==> src/hdl/rbad_pkg.sv <==
// Shared types, constants and helpers for the RGB block-average downscaler.
// Used by every module of the block but rbad_ram; depends on nothing.
`default_nettype none

package rbad_pkg;

    localparam int MAX_WIDTH   = 4096;
    localparam int MAX_HEIGHT  = 4096;
    localparam int MAX_BLOCK   = 256;

    localparam int DIM_W       = 13;
    localparam int BLK_W       = 9;
    localparam int COL_W       = $clog2(MAX_WIDTH);
    localparam int POS_W       = $clog2(MAX_BLOCK);
    localparam int EXT_W       = DIM_W + 1;
    localparam int CHAN_W      = 8;
    localparam int SUM_W       = 24;
    localparam int AREA_W      = 2 * BLK_W - 1;
    localparam int LANES       = 3;

    localparam int CFG_IDX_W   = 2;
    localparam int CFG_DATA_W  = DIM_W;

    localparam int QUEUE_DEPTH = 4;
    localparam int QUEUE_AW    = $clog2(QUEUE_DEPTH);
    localparam int QUEUE_CW    = $clog2(QUEUE_DEPTH + 1);

    localparam logic [CFG_IDX_W-1:0] REG_SOURCE_WIDTH  = 2'd0;
    localparam logic [CFG_IDX_W-1:0] REG_SOURCE_HEIGHT = 2'd1;
    localparam logic [CFG_IDX_W-1:0] REG_BLOCK_WIDTH   = 2'd2;
    localparam logic [CFG_IDX_W-1:0] REG_BLOCK_HEIGHT  = 2'd3;

    localparam logic [DIM_W-1:0]  SOURCE_WIDTH_RST  = 13'd256;
    localparam logic [DIM_W-1:0]  SOURCE_HEIGHT_RST = 13'd256;
    localparam logic [BLK_W-1:0]  BLOCK_WIDTH_RST   = 9'd16;
    localparam logic [BLK_W-1:0]  BLOCK_HEIGHT_RST  = 9'd16;

    localparam logic [CHAN_W-1:0] ALPHA_OPAQUE = 8'hFF;
    localparam logic [CHAN_W-1:0] CHAN_MAX     = 8'hFF;

    typedef struct packed {
        logic [23:0] source_color;
        logic        frame_start;
    } in_t;

    typedef struct packed {
        logic [31:0] dest_pixel;
        logic        frame_end;
    } out_t;

    typedef logic [LANES-1:0][SUM_W-1:0] sums_t;

    typedef struct packed {
        logic [COL_W-1:0] addr;
        logic [23:0]      color;
        logic             first;
        logic             emit;
        logic             last;
    } job_t;

    function automatic logic [DIM_W-1:0] clamp_dim(input logic [DIM_W-1:0] v,
                                                   input logic [DIM_W-1:0] hi);
        logic [DIM_W-1:0] r;
        if (v == '0) begin
            r = DIM_W'(1);
        end else if (v > hi) begin
            r = hi;
        end else begin
            r = v;
        end
        return r;
    endfunction

    function automatic logic [BLK_W-1:0] clamp_blk(input logic [BLK_W-1:0] v);
        logic [BLK_W-1:0] r;
        if (v == '0) begin
            r = BLK_W'(1);
        end else if (v > BLK_W'(MAX_BLOCK)) begin
            r = BLK_W'(MAX_BLOCK);
        end else begin
            r = v;
        end
        return r;
    endfunction

endpackage

`default_nettype wire

==> src/hdl/rbad_fifo.sv <==
// Short job queue between the classifying front end and the accumulator back end.
// Depends on rbad_pkg (job_t, queue sizing).
`default_nettype none

module rbad_fifo import rbad_pkg::*; (
    input  wire logic aclk,
    input  wire logic aresetn,
    input  wire logic push,
    input  wire job_t push_job,
    output      logic full,
    input  wire logic pop,
    output job_t      pop_job,
    output      logic not_empty
);

    job_t                mem_reg [QUEUE_DEPTH];
    logic [QUEUE_AW-1:0] wr_ptr_reg;
    logic [QUEUE_AW-1:0] rd_ptr_reg;
    logic [QUEUE_CW-1:0] count_reg;
    logic [QUEUE_CW-1:0] count_next;

    always_comb begin
        count_next = count_reg;
        if (push && !pop) begin
            count_next = count_reg + QUEUE_CW'(1);
        end else if (pop && !push) begin
            count_next = count_reg - QUEUE_CW'(1);
        end
    end

    always_ff @(posedge aclk) begin
        if (!aresetn) begin
            wr_ptr_reg <= '0;
            rd_ptr_reg <= '0;
            count_reg  <= '0;
        end else begin
            if (push) begin
                wr_ptr_reg <= wr_ptr_reg + QUEUE_AW'(1);
            end
            if (pop) begin
                rd_ptr_reg <= rd_ptr_reg + QUEUE_AW'(1);
            end
            count_reg <= count_next;
        end
    end

    always_ff @(posedge aclk) begin
        if (push) begin
            mem_reg[wr_ptr_reg] <= push_job;
        end
    end

    assign pop_job   = mem_reg[rd_ptr_reg];
    assign full      = (count_reg == QUEUE_CW'(QUEUE_DEPTH));
    assign not_empty = (count_reg != '0);

    assert property (@(posedge aclk) disable iff (!aresetn)
        count_reg <= QUEUE_CW'(QUEUE_DEPTH))
        else $error("queue count beyond depth");

    assert property (@(posedge aclk) disable iff (!aresetn)
        pop |-> count_reg != '0)
        else $error("pop from empty queue");

    assert property (@(posedge aclk) disable iff (!aresetn)
        push |-> !full || pop)
        else $error("push into full queue");

endmodule

`default_nettype wire

==> config.mk <==
export PLATFORM = sky130hd
export DESIGN_NAME = rbad_fifo
export DESIGN_NICKNAME = d
export VERILOG_FILES = /design/src/hdl/rbad_pkg.sv /design/src/hdl/rbad_fifo.sv
export SDC_FILE = /design/constraint.sdc
export NUM_CORES = 1
export LEC_CHECK = 0
export BUFFER_PORTS_ARGS = -buffer_cell sky130_fd_sc_hd__buf_2
export CORE_MARGIN = 2
export CORE_UTILIZATION = 50
export DETAILED_ROUTE_END_ITERATION = 12
export PLACE_DENSITY = 0.71
export SLEW_MARGIN = 30
export SYNTH_ARGS = -nofsm -noshare
export SYNTH_HDL_FRONTEND = slang
export SYNTH_SLANG_ARGS = --single-unit
export TNS_END_PERCENT = 10
==> constraint.sdc <==
create_clock -name aclk -period 5.5 [get_ports aclk]
set_input_delay 1.1 -clock aclk [delete_from_list [all_inputs] [get_ports aclk]]
set_output_delay 1.1 -clock aclk [all_outputs]
set_load 0.05 [all_outputs]
======== Yosys cells after proc, flatten, opt, wreduce, memory -nomap -nowiden ========
Memory sizes are Yosys's and may differ from the RTL's. A register that Yosys moved wholly into a read port is not among the register bits.
Index checks and enable logic that the tools add are counted.
word-level totals
  logic and storage cells ................. 21
  memory bits (writable) .................. 156
  memories ................................ 1
  bits in registers ....................... 7
memory list
  name     words  bits a word  read ports  clocked after Yosys merged registers in  write ports  RTL line         RTL
  mem_reg  4      39           1           1                                        1            rbad_fifo.sv:16  job_t mem_reg [QUEUE_DEPTH];
cells by class
  muxes and demuxes ....................... 6
  reductions and logical operators ........ 6
  add/sub/neg operators ................... 4
  equality and inequality tests ........... 1
operators by type and width
  cell                 number
  $mux 3               2
  $add 2x1->2 const B  2
  $mux 2               2
  $add 3x1->3 const B  1
  $eq 3x3->1 const B   1
  $reduce_bool 3->1    1
  $sub 3x1->3 const B  1
  $logic_and 1x1->1    2
  $logic_not 1->1      2
  $mux 1               2
  $reduce_bool 2->1    1

======== Longest topological paths before layout ========
  word-level depth ........................ 4
  gate-level depth with buffers ........... 7

======== Least setup slack after synthesis ========
No wires, ideal clock.
  kind .................................... reg2out
  start ................................... register count_reg[0]
  end ..................................... output port full
  slack ................................... 2.902 ns
  arrival ................................. 1.498 ns
  buffers on the path ..................... 0
  stages on the path, launching flop included .. 2
  cells stage by stage .................... dfxtp_1 nor3b_1
on the way
  word-level cells in the longest chain between the ends .. 1
RTL lines
  item                    RTL line         RTL
  from (decl)             rbad_fifo.sv:19  logic [QUEUE_CW-1:0] count_reg;
  from (signal assigned)  rbad_fifo.sv:43  count_reg <= count_next;
  $eq 3x3->1              rbad_fifo.sv:54  assign full = (count_reg == QUEUE_CW'(QUEUE_DEPTH));
  to (decl)               rbad_fifo.sv:10  output logic full,
No other way between the ends.

==> flow_summary.json <==
{
  "area_growth_pct": 19.4,
  "grt_pass1_vias": 2869,
  "synthFlopType": "edfxtp_1",
  "grt_max_degree": 40,
  "cts_root_buffer": "clkbuf_16",
  "status": "completed",
  "ys_types": 20,
  "portBuffers": 83,
  "path_cells": "mux4_2 -> buf_2",
  "relSlewSlack_pct": 46.0,
  "power_density_nw_per_um2": 425,
  "firstDrtPassIters": 6,
  "grt_overflow": 0,
  "ys_warn_count": 0,
  "placedCellCount": 468,
  "fin_cells": 499,
  "synth_area_um2": 6060,
  "yosysTopAreaCellShare_pct": 77.2,
  "synth_top_area_cell": "edfxtp_1",
  "nets": 389,
  "slew_violations": 0,
  "clock_power_share_pct": 39.3,
  "grtUsageTotal_pct": 16.4,
  "viasPerCell": 5.39,
  "rsz0062_at_grt": "false",
  "synth_edf_count": 156,
  "ctsResizeCount": 0,
  "post_cts_buffers": 0,
  "cts.path.max_buffers": 2,
  "setup-violations-final": 0,
  "critical-path-max-stage-delay_ns": 0.88,
  "ios": 84,
  "cts.clk_slew.worst_paths_ns": 0.06,
  "slowest_stage": "dfxtp_4",
  "antenna_found_initial": 0,
  "totalWireLength_um": 9910,
  "fin_crit_sh_pct": 59.1,
  "power.internal_uw": 2320,
  "clock_latency_ns": 0.40,
  "path_delay_family": "flip-flops",
  "path_max_fanout": 39,
  "critical_path_buf_inv_count": 1,
  "rows": 40,
  "largest_reg_flops": 156,
  "die_h_um": 114,
  "ctsHtreeMaxLevel": 4,
  "end_kind": "primary output",
  "place_congestion": 0.681,
  "max_freq_mhz": 308,
  "clock-sinks": 165,
  "setup.worst_path.class": "flop to primary output",
  "yosysMostFrequentCell": "edfxtp_1",
  "cp_data_required_time_ns": 4.40,
  "min_path_cells": 2,
  "cp.depth": 2,
  "wl_per_cell_um": 19.9,
  "ys_seq_elements": 165,
  "max_cap_violations": 0,
  "num_antenna_cells": 0,
  "hold_start": "count_reg[2]",
  "fin_crit_ns": 3.25,
  "synth_nets": 295,
  "setup_tns_ns": 0,
  "syn_avg_cell_area_um2": 24.7,
  "antenna_left": 0,
  "startpoint_type": "flop",
  "power.switching_uw": 755,
  "dieArea_um2": 13000,
  "drive_above_1_share_pct": 44.6,
  "cts_hold_buf": 0,
  "fp.dieW_um": 114,
  "synth_area_leaders": "edfxtp_1, mux4_2, dfxtp_1, ha_1, and2_1",
  "final_hold_viol_count": 0,
  "ir_worst_vdd_mv": 0.214,
  "synthTopCellsByCount": "edfxtp_1, mux4_2, and2_1, dfxtp_1, ha_1",
  "p_leak_uw": 0.00248,
  "reg2reg_depth": 2,
  "cts_buffers": 17,
  "swShare_pct": 24.5,
  "coreArea_um2": 11900,
  "worst_ep_arrival_time_ns": 2.15,
  "synth_seq_area_share_pct": 80.2,
  "grt_pass1_wl_um": 15200,
  "start_util_pct": 50.9,
  "syn_inst": 246,
  "finClkSkew_ns": 0.00618,
  "reg2reg_from": "wr_ptr_reg[0]",
  "seq_power_share_pct": 48.3,
  "cts_tree": "built",
  "p_comb_share_pct": 12.4,
  "worst_slew_pin_slew_ns": 0.810,
  "async_flop_share_pct": 0,
  "drc_errors": 0,
  "vias": 2690,
  "min_path_type": "flop to flop",
  "drtIter0Drc": 158
}
-- cell type report --
class                           count  area [um^2]
Tap cell                          147          184
Fill cell                         843         4670
Sequential cell                   165         4870
Timing Repair Buffer               83          415
Inverter                            4         15.0
Multi-Input combinational cell     69         1140
Clock inverter                     13          184
Clock buffer                       18          429
-- cells by family after synthesis --
group | Yosys count | share of synthesized area (%)
fa+ha+maj | 6 | 1.36
compound gates | 2 | 0.206
flops | 165 | 80.2
buf+inv | 12 | 1.16
mux | 41 | 14.8
xor+xnor | 5 | 0.722
simple gates | 15 | 1.53
-- routing by layer --
| metal | global-route usage (%) | vias up | part of all wire, % |
|---|---|---|---|
| met5 | 0 | - | 0 |
| li1 | - | 1215 | - |
| met2 | 28.0 | 73 | 54 |
| met4 | 6.34 | 0 | 0.66 |
| met1 | 19.9 | 1398 | 41 |
| met3 | 4.98 | 4 | 4.4 |
-- placed cells by master, fill, tap and decap left out, types with 5 or more instances in the layout --
cell type | synthesis | layout
edfxtp_1 | 156 | 156
buf_2 | 2 | 83
mux4_2 | 39 | 39
clkbuf_16 | 0 | 17
dfxtp_1 | 9 | 7
and2_1 | 9 | 5
ha_1 | 5 | 5
-- worst register-to-register path: cells and delay by family (launching register included) --
family / cells / cell delay, ns
AND/OR/NAND/NOR: 1 / 0.55
flip-flops: 1 / 0.40
adder cells (fa/ha/maj): 1 / 0.19
-- power by group through the flow --
| stage | logic, uW | registers [uW] | clock network (uW) |
|---|---|---|---|
| 2_1_floorplan | 318 | 1480 | 0 |
| 3_3_place_gp | 379 | 1510 | 0 |
| 3_5_place_dp | 384 | 1520 | 0 |
| 4_1_cts | 385 | 1490 | 1230 |
| 5_1_grt | 399 | 1500 | 1280 |
| 6_report | 380 | 1490 | 1210 |
-- worst paths after layout --
check,endpoint,slack (ns)
max,pop_job[16],2.25
min,count_reg[2],0.51
max reg2reg,mem_reg[1][20],3.96
min reg2reg,count_reg[2],0.51
-- stage by stage --
stage / hold slack (ns) / area, um^2 / util (%) / total power, uW / worst slack [ns]
after global placement: 0.481 / 6620 / 55.6 / 1890 / 2.60
after detailed placement: 0.502 / 6630 / 55.6 / 1900 / 2.60
after floorplan: 0.467 / 6060 / - / 1800 / 2.90
after global routing: 0.573 / 7240 / 60.8 / 3180 / 2.08
after CTS: 0.513 / 7240 / 60.8 / 3100 / 2.15
final: 0.510 / 7240 / 60.8 / 3080 / 2.25
Note: power is estimated with default switching activity, not from simulation.
