==> src/hdl/rbad_pkg.sv <==
// Shared types, constants and helpers for the RGB block-average downscaler.
// Used by every module of the block but rbad_ram; depends on nothing.
`default_nettype none

package rbad_pkg;

    localparam int MAX_WIDTH   = 4096;
    localparam int MAX_HEIGHT  = 4096;
    localparam int MAX_BLOCK   = 256;

    localparam int DIM_W       = 13;
    localparam int BLK_W       = 9;
    localparam int COL_W       = $clog2(MAX_WIDTH);
    localparam int POS_W       = $clog2(MAX_BLOCK);
    localparam int EXT_W       = DIM_W + 1;
    localparam int CHAN_W      = 8;
    localparam int SUM_W       = 24;
    localparam int AREA_W      = 2 * BLK_W - 1;
    localparam int LANES       = 3;

    localparam int CFG_IDX_W   = 2;
    localparam int CFG_DATA_W  = DIM_W;

    localparam int QUEUE_DEPTH = 4;
    localparam int QUEUE_AW    = $clog2(QUEUE_DEPTH);
    localparam int QUEUE_CW    = $clog2(QUEUE_DEPTH + 1);

    localparam logic [CFG_IDX_W-1:0] REG_SOURCE_WIDTH  = 2'd0;
    localparam logic [CFG_IDX_W-1:0] REG_SOURCE_HEIGHT = 2'd1;
    localparam logic [CFG_IDX_W-1:0] REG_BLOCK_WIDTH   = 2'd2;
    localparam logic [CFG_IDX_W-1:0] REG_BLOCK_HEIGHT  = 2'd3;

    localparam logic [DIM_W-1:0]  SOURCE_WIDTH_RST  = 13'd256;
    localparam logic [DIM_W-1:0]  SOURCE_HEIGHT_RST = 13'd256;
    localparam logic [BLK_W-1:0]  BLOCK_WIDTH_RST   = 9'd16;
    localparam logic [BLK_W-1:0]  BLOCK_HEIGHT_RST  = 9'd16;

    localparam logic [CHAN_W-1:0] ALPHA_OPAQUE = 8'hFF;
    localparam logic [CHAN_W-1:0] CHAN_MAX     = 8'hFF;

    typedef struct packed {
        logic [23:0] source_color;
        logic        frame_start;
    } in_t;

    typedef struct packed {
        logic [31:0] dest_pixel;
        logic        frame_end;
    } out_t;

    typedef logic [LANES-1:0][SUM_W-1:0] sums_t;

    typedef struct packed {
        logic [COL_W-1:0] addr;
        logic [23:0]      color;
        logic             first;
        logic             emit;
        logic             last;
    } job_t;

    function automatic logic [DIM_W-1:0] clamp_dim(input logic [DIM_W-1:0] v,
                                                   input logic [DIM_W-1:0] hi);
        logic [DIM_W-1:0] r;
        if (v == '0) begin
            r = DIM_W'(1);
        end else if (v > hi) begin
            r = hi;
        end else begin
            r = v;
        end
        return r;
    endfunction

    function automatic logic [BLK_W-1:0] clamp_blk(input logic [BLK_W-1:0] v);
        logic [BLK_W-1:0] r;
        if (v == '0) begin
            r = BLK_W'(1);
        end else if (v > BLK_W'(MAX_BLOCK)) begin
            r = BLK_W'(MAX_BLOCK);
        end else begin
            r = v;
        end
        return r;
    endfunction

endpackage

`default_nettype wire

==> src/hdl/rbad_front.sv <==
// Front end: configuration registers, raster position tracking and block classification.
// Depends on rbad_pkg; pushes accumulate jobs into rbad_fifo.
`default_nettype none

module rbad_front import rbad_pkg::*; (
    input  wire logic                  aclk,
    input  wire logic                  aresetn,
    input  wire logic                  cfg_wr_en,
    input  wire logic [CFG_IDX_W-1:0]  cfg_index,
    input  wire logic [CFG_DATA_W-1:0] cfg_wr_data,
    input  wire logic                  s_valid,
    output      logic                  s_ready,
    input  wire in_t                   s_data,
    input  wire logic                  q_full,
    output      logic                  q_push,
    output job_t                       q_job,
    output      logic [AREA_W-1:0]     area
);

    logic [DIM_W-1:0]  src_w_reg;
    logic [DIM_W-1:0]  src_h_reg;
    logic [BLK_W-1:0]  blk_w_reg;
    logic [BLK_W-1:0]  blk_h_reg;
    logic [AREA_W-1:0] area_reg;
    logic [AREA_W-1:0] area_next;

    logic [COL_W-1:0]  col_reg,  col_next;
    logic [COL_W-1:0]  row_reg,  row_next;
    logic [COL_W-1:0]  bcol_reg, bcol_next;
    logic [POS_W-1:0]  px_reg,   px_next;
    logic [POS_W-1:0]  py_reg,   py_next;

    logic [DIM_W-1:0]  w, h;
    logic [BLK_W-1:0]  bw, bh;
    logic [COL_W-1:0]  col_cur, row_cur, bcol_cur;
    logic [POS_W-1:0]  px_cur, py_cur;
    logic [EXT_W-1:0]  x_end, y_end;
    logic              in_x, in_y, last_x, last_y, hit_x, hit_y;
    logic              col_wrap, row_wrap, px_wrap, py_wrap;
    logic              accept;

    assign w  = clamp_dim(src_w_reg, DIM_W'(MAX_WIDTH));
    assign h  = clamp_dim(src_h_reg, DIM_W'(MAX_HEIGHT));
    assign bw = clamp_blk(blk_w_reg);
    assign bh = clamp_blk(blk_h_reg);

    assign area_next = {{(AREA_W-BLK_W){1'b0}}, bw} * {{(AREA_W-BLK_W){1'b0}}, bh};

    always_ff @(posedge aclk) begin
        if (!aresetn) begin
            src_w_reg <= SOURCE_WIDTH_RST;
            src_h_reg <= SOURCE_HEIGHT_RST;
            blk_w_reg <= BLOCK_WIDTH_RST;
            blk_h_reg <= BLOCK_HEIGHT_RST;
        end else if (cfg_wr_en) begin
            case (cfg_index)
                REG_SOURCE_WIDTH: begin
                    src_w_reg <= cfg_wr_data;
                end
                REG_SOURCE_HEIGHT: begin
                    src_h_reg <= cfg_wr_data;
                end
                REG_BLOCK_WIDTH: begin
                    blk_w_reg <= cfg_wr_data[BLK_W-1:0];
                end
                REG_BLOCK_HEIGHT: begin
                    blk_h_reg <= cfg_wr_data[BLK_W-1:0];
                end
                default: begin
                end
            endcase
        end
    end

    always_ff @(posedge aclk) begin
        area_reg <= area_next;
    end

    assign accept  = s_valid && s_ready;
    assign s_ready = !q_full;

    assign col_cur  = s_data.frame_start ? '0 : col_reg;
    assign row_cur  = s_data.frame_start ? '0 : row_reg;
    assign bcol_cur = s_data.frame_start ? '0 : bcol_reg;
    assign px_cur   = s_data.frame_start ? '0 : px_reg;
    assign py_cur   = s_data.frame_start ? '0 : py_reg;

    // block end position; the block is whole when it fits inside the row and frame
    assign x_end  = EXT_W'(col_cur) - EXT_W'(px_cur) + EXT_W'(bw);
    assign y_end  = EXT_W'(row_cur) - EXT_W'(py_cur) + EXT_W'(bh);
    assign in_x   = x_end <= EXT_W'(w);
    assign in_y   = y_end <= EXT_W'(h);
    assign last_x = (x_end + EXT_W'(bw)) > EXT_W'(w);
    assign last_y = (y_end + EXT_W'(bh)) > EXT_W'(h);
    assign hit_x  = BLK_W'(px_cur) == (bw - BLK_W'(1));
    assign hit_y  = BLK_W'(py_cur) == (bh - BLK_W'(1));

    assign col_wrap = (DIM_W'(col_cur) + DIM_W'(1)) >= w;
    assign row_wrap = (DIM_W'(row_cur) + DIM_W'(1)) >= h;
    assign px_wrap  = (BLK_W'(px_cur) + BLK_W'(1)) >= bw;
    assign py_wrap  = (BLK_W'(py_cur) + BLK_W'(1)) >= bh;

    always_comb begin
        col_next  = col_cur;
        row_next  = row_cur;
        bcol_next = bcol_cur;
        px_next   = px_cur;
        py_next   = py_cur;
        if (col_wrap) begin
            col_next  = '0;
            px_next   = '0;
            bcol_next = '0;
            if (row_wrap) begin
                row_next = '0;
                py_next  = '0;
            end else begin
                row_next = row_cur + COL_W'(1);
                py_next  = py_wrap ? '0 : py_cur + POS_W'(1);
            end
        end else begin
            col_next = col_cur + COL_W'(1);
            if (px_wrap) begin
                px_next   = '0;
                bcol_next = bcol_cur + COL_W'(1);
            end else begin
                px_next = px_cur + POS_W'(1);
            end
        end
    end

    always_ff @(posedge aclk) begin
        if (!aresetn) begin
            col_reg  <= '0;
            row_reg  <= '0;
            bcol_reg <= '0;
            px_reg   <= '0;
            py_reg   <= '0;
        end else if (accept) begin
            col_reg  <= col_next;
            row_reg  <= row_next;
            bcol_reg <= bcol_next;
            px_reg   <= px_next;
            py_reg   <= py_next;
        end
    end

    assign q_push      = accept && in_x && in_y;
    assign q_job.addr  = bcol_cur;
    assign q_job.color = s_data.source_color;
    assign q_job.first = (px_cur == '0) && (py_cur == '0);
    assign q_job.emit  = hit_x && hit_y;
    assign q_job.last  = last_x && last_y;
    assign area        = area_reg;

endmodule

`default_nettype wire

==> config.mk <==
export PLATFORM = sky130hd
export DESIGN_NAME = rbad_front
export DESIGN_NICKNAME = d
export VERILOG_FILES = /design/src/hdl/rbad_pkg.sv /design/src/hdl/rbad_front.sv
export SDC_FILE = /design/constraint.sdc
export NUM_CORES = 1
export LEC_CHECK = 0
export ABC_AREA = 0
export BUFFER_PORTS_ARGS = -buffer_cell sky130_fd_sc_hd__buf_2
export CORE_ASPECT_RATIO = 1.25
export CORE_UTILIZATION = 40
export CTS_CLUSTER_SIZE = 14
export DETAILED_ROUTE_END_ITERATION = 10
export GPL_TIMING_DRIVEN = 1
export PLACE_DENSITY = 0.56
export SLEW_MARGIN = 20
export SYNTH_ARGS = -nofsm -noshare
export SYNTH_HDL_FRONTEND = slang
export SYNTH_SLANG_ARGS = --single-unit
==> constraint.sdc <==
create_clock -name aclk -period 6.35 [get_ports aclk]
set_input_delay 0.635 -clock aclk [delete_from_list [all_inputs] [get_ports aclk]]
set_output_delay 0.635 -clock aclk [all_outputs]
set_load 0.005 [all_outputs]
# Word-level counts from Yosys, hierarchy flattened

Cells that the tools add are included.

Bits in registers: 113
Bits in latches: 0
Memory bits (writable): 0
Bits in read-only memories: 0
Bits of input ports: 45
Output and inout port bits: 58
Logic and storage cells: 86
Memories kept: 0

Add/subtract/negate cells: 17
Multipliers: 1
Div/mod/pow operators: 0
Order comparisons: 12
Equality and inequality tests: 5
Shift-type cells: 0
Muxes and demuxes: 23
Bitwise gates (word level): 0
Reduce and logical (&&, ||, !) cells: 18

Operators with widths:

| operator              | number |
|---|---|
| $mux 12               | 8 |
| $mux 8                | 7 |
| $mux 13               | 4 |
| $add 12x1->12 const B | 3 |
| $mux 9                | 4 |
| $add 13x10->14        | 2 |
| $add 14x9->14         | 2 |
| $gt 14x13->1          | 2 |
| $le 14x13->1          | 2 |
| $add 12x1->13 const B | 2 |
| $ge 13x13->1          | 2 |
| $gt 13x13->1 const B  | 2 |
| $logic_not 13->1      | 2 |
| $sub 12x8->13         | 2 |
| $add 8x1->9 const B   | 2 |
| $eq 8x9->1            | 2 |
| $ge 9x9->1            | 2 |
| $gt 9x9->1 const B    | 2 |
| $logic_not 9->1       | 2 |
| $sub 9x1->9 const B   | 2 |
| $mul 9x9->17          | 1 |
| $add 8x1->8 const B   | 2 |
| $logic_not 8->1       | 2 |
| $reduce_and 2->1      | 4 |
| other kinds (5)       | 11 |

# Depth between registers and ports, before layout

Word-level depth: 7
Gate-level depth with buffers: 34
Depth with buffers taken out: 30

# Worst setup path after synthesis

No wires, ideal clock.

Path type: input to output
Start point: input s_data[0] (netlist name)
End point: output q_job[0] (netlist name)
Arrival: 6.051 ns
Data required time: 5.715 ns
Slack: -0.336 ns
Stages on the path: 34
Path buffers: 5
Cells stage by stage: buf_2 -> buf_2 -> buf_2 -> buf_1 -> clkbuf_1 -> nor2b_1 -> ha_1 -> inv_1 -> fa_1 -> o21a_1 -> a311oi_2 -> nand2_1 -> xnor2_1 -> ha_1 -> o21a_1 -> o31a_1 -> a21oi_1 -> ha_1 -> nand2_1 -> o21ai_0 -> o21ai_0 -> nand2b_1 -> a21oi_1 -> o21ai_0 -> nand3_1 -> xnor2_1 -> ha_1 -> nand3_1 -> nor2_1 -> o31ai_1 -> o21ai_0 -> a211oi_1 -> a21oi_1 -> a2bb2oi_1

RTL lines:

| item            | RTL line         | source |
|---|---|---|
| start, declared | rbad_front.sv:13 | `input wire in_t s_data,` |
| end, declared   | rbad_front.sv:16 | `output job_t q_job,` |

==> impl_metrics.env <==
export IMPL_holdPathEnd="src_w_reg[9]"
export IMPL_status="completed"
export IMPL_clockBufferDepth=2
export IMPL_total_power_uw=2350
export IMPL_r2r_start="blk_w_reg[1]"
export IMPL_pre_cts_slack_ns=-0.0245
export IMPL_whs_path_depth=3
export IMPL_diodes=0
export IMPL_seq_area_frac_synth_pct=17.1
export IMPL_fillers=3255
export IMPL_min_from="cfg_wr_data[9]"
export IMPL_die_h_um=205
export IMPL_finalSetupViolCount=0
export IMPL_synth_edf_count=0
export IMPL_antenna_found_initial=0
export IMPL_cp_slowest_cell="or4_1"
export IMPL_cts_tree="built"
export IMPL_vdd_drop_max_uv=145
export IMPL_dieArea_um2=33800
export IMPL_overflow=0
export IMPL_async_flop_share_pct=0
export IMPL_hold_buffers=0
export IMPL_yosys_warnings=0
export IMPL_layout_drive_gt1_share_pct=17.7
export IMPL_p_leak_uw=0.00701
export IMPL_grt_pass1_vias=12236
export IMPL_critPathMaxStageDelay_ns=0.55
export IMPL_post_dp_cell_area_um2=14700
export IMPL_num_vias=12523
export IMPL_grt_max_degree=87
export IMPL_vias_per_cell=5.53
export IMPL_critPathLaunchType="primary input"
export IMPL_die_w_um=165
export IMPL_multi_input_area_um2=10300
export IMPL_postSynthAreaPerCell_um2=7.77
export IMPL_netlist_area_um2=13200
export IMPL_clkTransAtPathRegs_ns=0.07
export IMPL_finish_instance_area_um2=15500
export IMPL_grt_usage_pct=25.9
export IMPL_reg2reg_to="area[15]"
export IMPL_hp_class="primary input to flop"
export IMPL_period_share_pct=99.9
export IMPL_r2r_cells=24
export IMPL_wl_per_cell_um=18.8
export IMPL_finalHoldViolCount=0
export IMPL_fp_coreArea_um2=32600
export IMPL_ys_flop_type="dfxtp_1"
export IMPL_cts_buffers=17
export IMPL_arrival_ns=5.71
export IMPL_crit_top_cell="ha_1"
export IMPL_cts_sinks=113
export IMPL_drc=0
export IMPL_ys_types=90
export IMPL_clockRootBuffer="clkbuf_16"
export IMPL_setup_ws_ns=0.00329
export IMPL_cp_required_ns=5.71
export IMPL_largest_reg_flops=17
export IMPL_drt_iter0_markers=712
export IMPL_start_util_pct=40.6
export IMPL_first_pass_iters=5
export IMPL_tightest_slew_ns=1.01
export IMPL_path_class="primary input to output port"
export IMPL_h_tree_depth=4
export IMPL_path_max_fanout=8
export IMPL_nets=2123
export IMPL_fin_crit_ns=6.35
export IMPL_clk_latency_ns=0.44
export IMPL_dp_hpwl_um=33600
export IMPL_fin_skew_ns=0.0174
export IMPL_powerDensity_nw_per_um2=152
export IMPL_slew_headroom_pct=32.8
export IMPL_rsz0062_at_grt="yes"
export IMPL_area_growth_pct=17.5
export IMPL_io_buffers=54
export IMPL_ant_nets=0
export IMPL_routabilityCongestion=0.899
export IMPL_synth_seq_cells=113
export IMPL_drt_wl_total_um=42500
export IMPL_critical_path_endpoint_type="output port"
export IMPL_synth_cells=1701
export IMPL_maxSlewViolCount=0
export IMPL_pin_count=103
export IMPL_cap_violations=0
export IMPL_rows=74
export IMPL_syn_nets=1992
export IMPL_fmax_mhz=158
export IMPL_grt_pass1_wl_um=66800
export IMPL_regArea_um2=2260
export IMPL_rrSetupSlack_ns=0.62
-- repair_timing --
item	CTS	global route
resized for setup	13	58
setup buffers	1	8
endpoints found under the setup margin	1	2
pin swaps	3	39
endpoints found under the hold margin	0	0
-- cell families (layout without fill, tap and decap cells) --
family	after synthesis	after routing	synth area share, %
simple gates	647	647	23.0
compound gates	353	353	18.1
fa+ha+maj	246	246	26.4
buf+inv	221	365	7.12
xor+xnor	119	119	8.17
flops	113	113	17.1
mux	2	2	0.161
-- area by class of cell --
class | count | area share, %
Clock buffer | 19 | 2.85
Sequential cell | 113 | 14.6
Clock inverter | 13 | 0.661
Multi-Input combinational cell | 1367 | 66.3
Timing Repair Buffer | 203 | 9.11
Inverter | 130 | 3.16
Tap cell | 418 | 3.37
-- Yosys cell counts (4+ instances only) --
cell type	instances	area, µm²
nand2_1	242	908
ha_1	191	2390
nor2_1	151	567
inv_1	123	462
a21oi_1	114	571
dfxtp_1	113	2260
xnor2_1	74	648
nor2b_1	58	363
nand3_1	57	285
fa_1	55	1100
o21ai_0	49	245
clkbuf_1	48	180
xor2_1	40	350
a21o_1	30	225
nor3_1	29	145
o21a_1	27	203
buf_4	26	195
a22oi_1	25	188
nand4_1	25	156
a31oi_1	14	87.6
and3_1	12	75.1
buf_2	11	55.1
nor4_1	11	68.8
a211oi_1	9	67.6
nand2b_1	9	56.3
or4_1	9	67.6
nor3b_1	8	60.1
or3_1	7	43.8
a32oi_1	6	52.6
and2_1	6	37.5
buf_1	6	22.5
o211ai_1	6	45.0
o21bai_1	6	45.0
a41oi_1	5	43.8
o31ai_1	5	37.5
and4_1	4	35.0
clkinv_1	4	15.0
o22ai_1	4	25.0
or2_2	4	25.0
xor2_2	4	65.1
-- layer usage --
metal,GRT usage [%],routed length (µm),vias up
met2,45.3,21000,271
met1,31.4,18300,6044
met4,11.0,1790,0
met5,0,0,-
met3,3.27,1450,66
li1,-,-,6142
-- cell usage in the layout (no fill, tap or decap), drive strengths merged, types with 7 or more instances in the layout --
| cell | instances |
|---|---|
| a211oi | 11 |
| a21o | 30 |
| a21oi | 116 |
| a22oi | 25 |
| a31oi | 14 |
| and2 | 7 |
| and3 | 12 |
| buf | 203 |
| clkbuf | 19 |
| clkinv | 8 |
| dfxtp | 113 |
| fa | 55 |
| ha | 191 |
| inv | 132 |
| nand2 | 242 |
| nand2b | 9 |
| nand3 | 57 |
| nand4 | 25 |
| nor2 | 151 |
| nor2b | 60 |
| nor3 | 32 |
| nor3b | 8 |
| nor4 | 11 |
| o211ai | 7 |
| o21a | 27 |
| o21ai | 51 |
| or3 | 7 |
| or4 | 9 |
| xnor2 | 75 |
| xor2 | 44 |
-- power breakdown --
part	switching [µW]	internal, µW
registers	14.7	728
clock network	419	515
logic	378	298
total	812	1540
-- critical path: cells and delay by family --
| family | cells | cell delay (ns) |
|---|---|---|
| AOI/OAI and AO/OA | 11 | 1.50 |
| and+or+nand+nor | 6 | 1.09 |
| adders and majority gates | 5 | 1.48 |
| xor gates and xnor gates | 2 | 0.33 |
| buffers and inverters | 6 | 0.69 |
-- worst max path at each step --
stage               slack (ns)    startpoint       end  cells past startpoint
detailed placement       -0.02     s_data[0]  q_job[0]                     28
global placement          0.08     s_data[0]  q_job[0]                     29
floorplan                0.004     s_data[0]  q_job[0]                     31
CTS                      0.004  blk_w_reg[1]  q_job[0]                     24
global route             -0.26     s_data[0]  q_job[0]                     30
finish                   0.003     s_data[0]  q_job[0]                     30
-- stage by stage --
step	util (%)	cells	setup TNS, ns	hold WS, ns
2_1_floorplan	-	1701	0	0.436
3_3_place_gp	45.0	2222	0	0.451
3_5_place_dp	45.0	2222	-0.0245	0.456
4_1_cts	46.8	2255	0	0.437
5_1_grt	47.6	2263	-0.260	0.436
6_report	47.6	2263	0	0.447
Power figures use the tool's default switching activity.
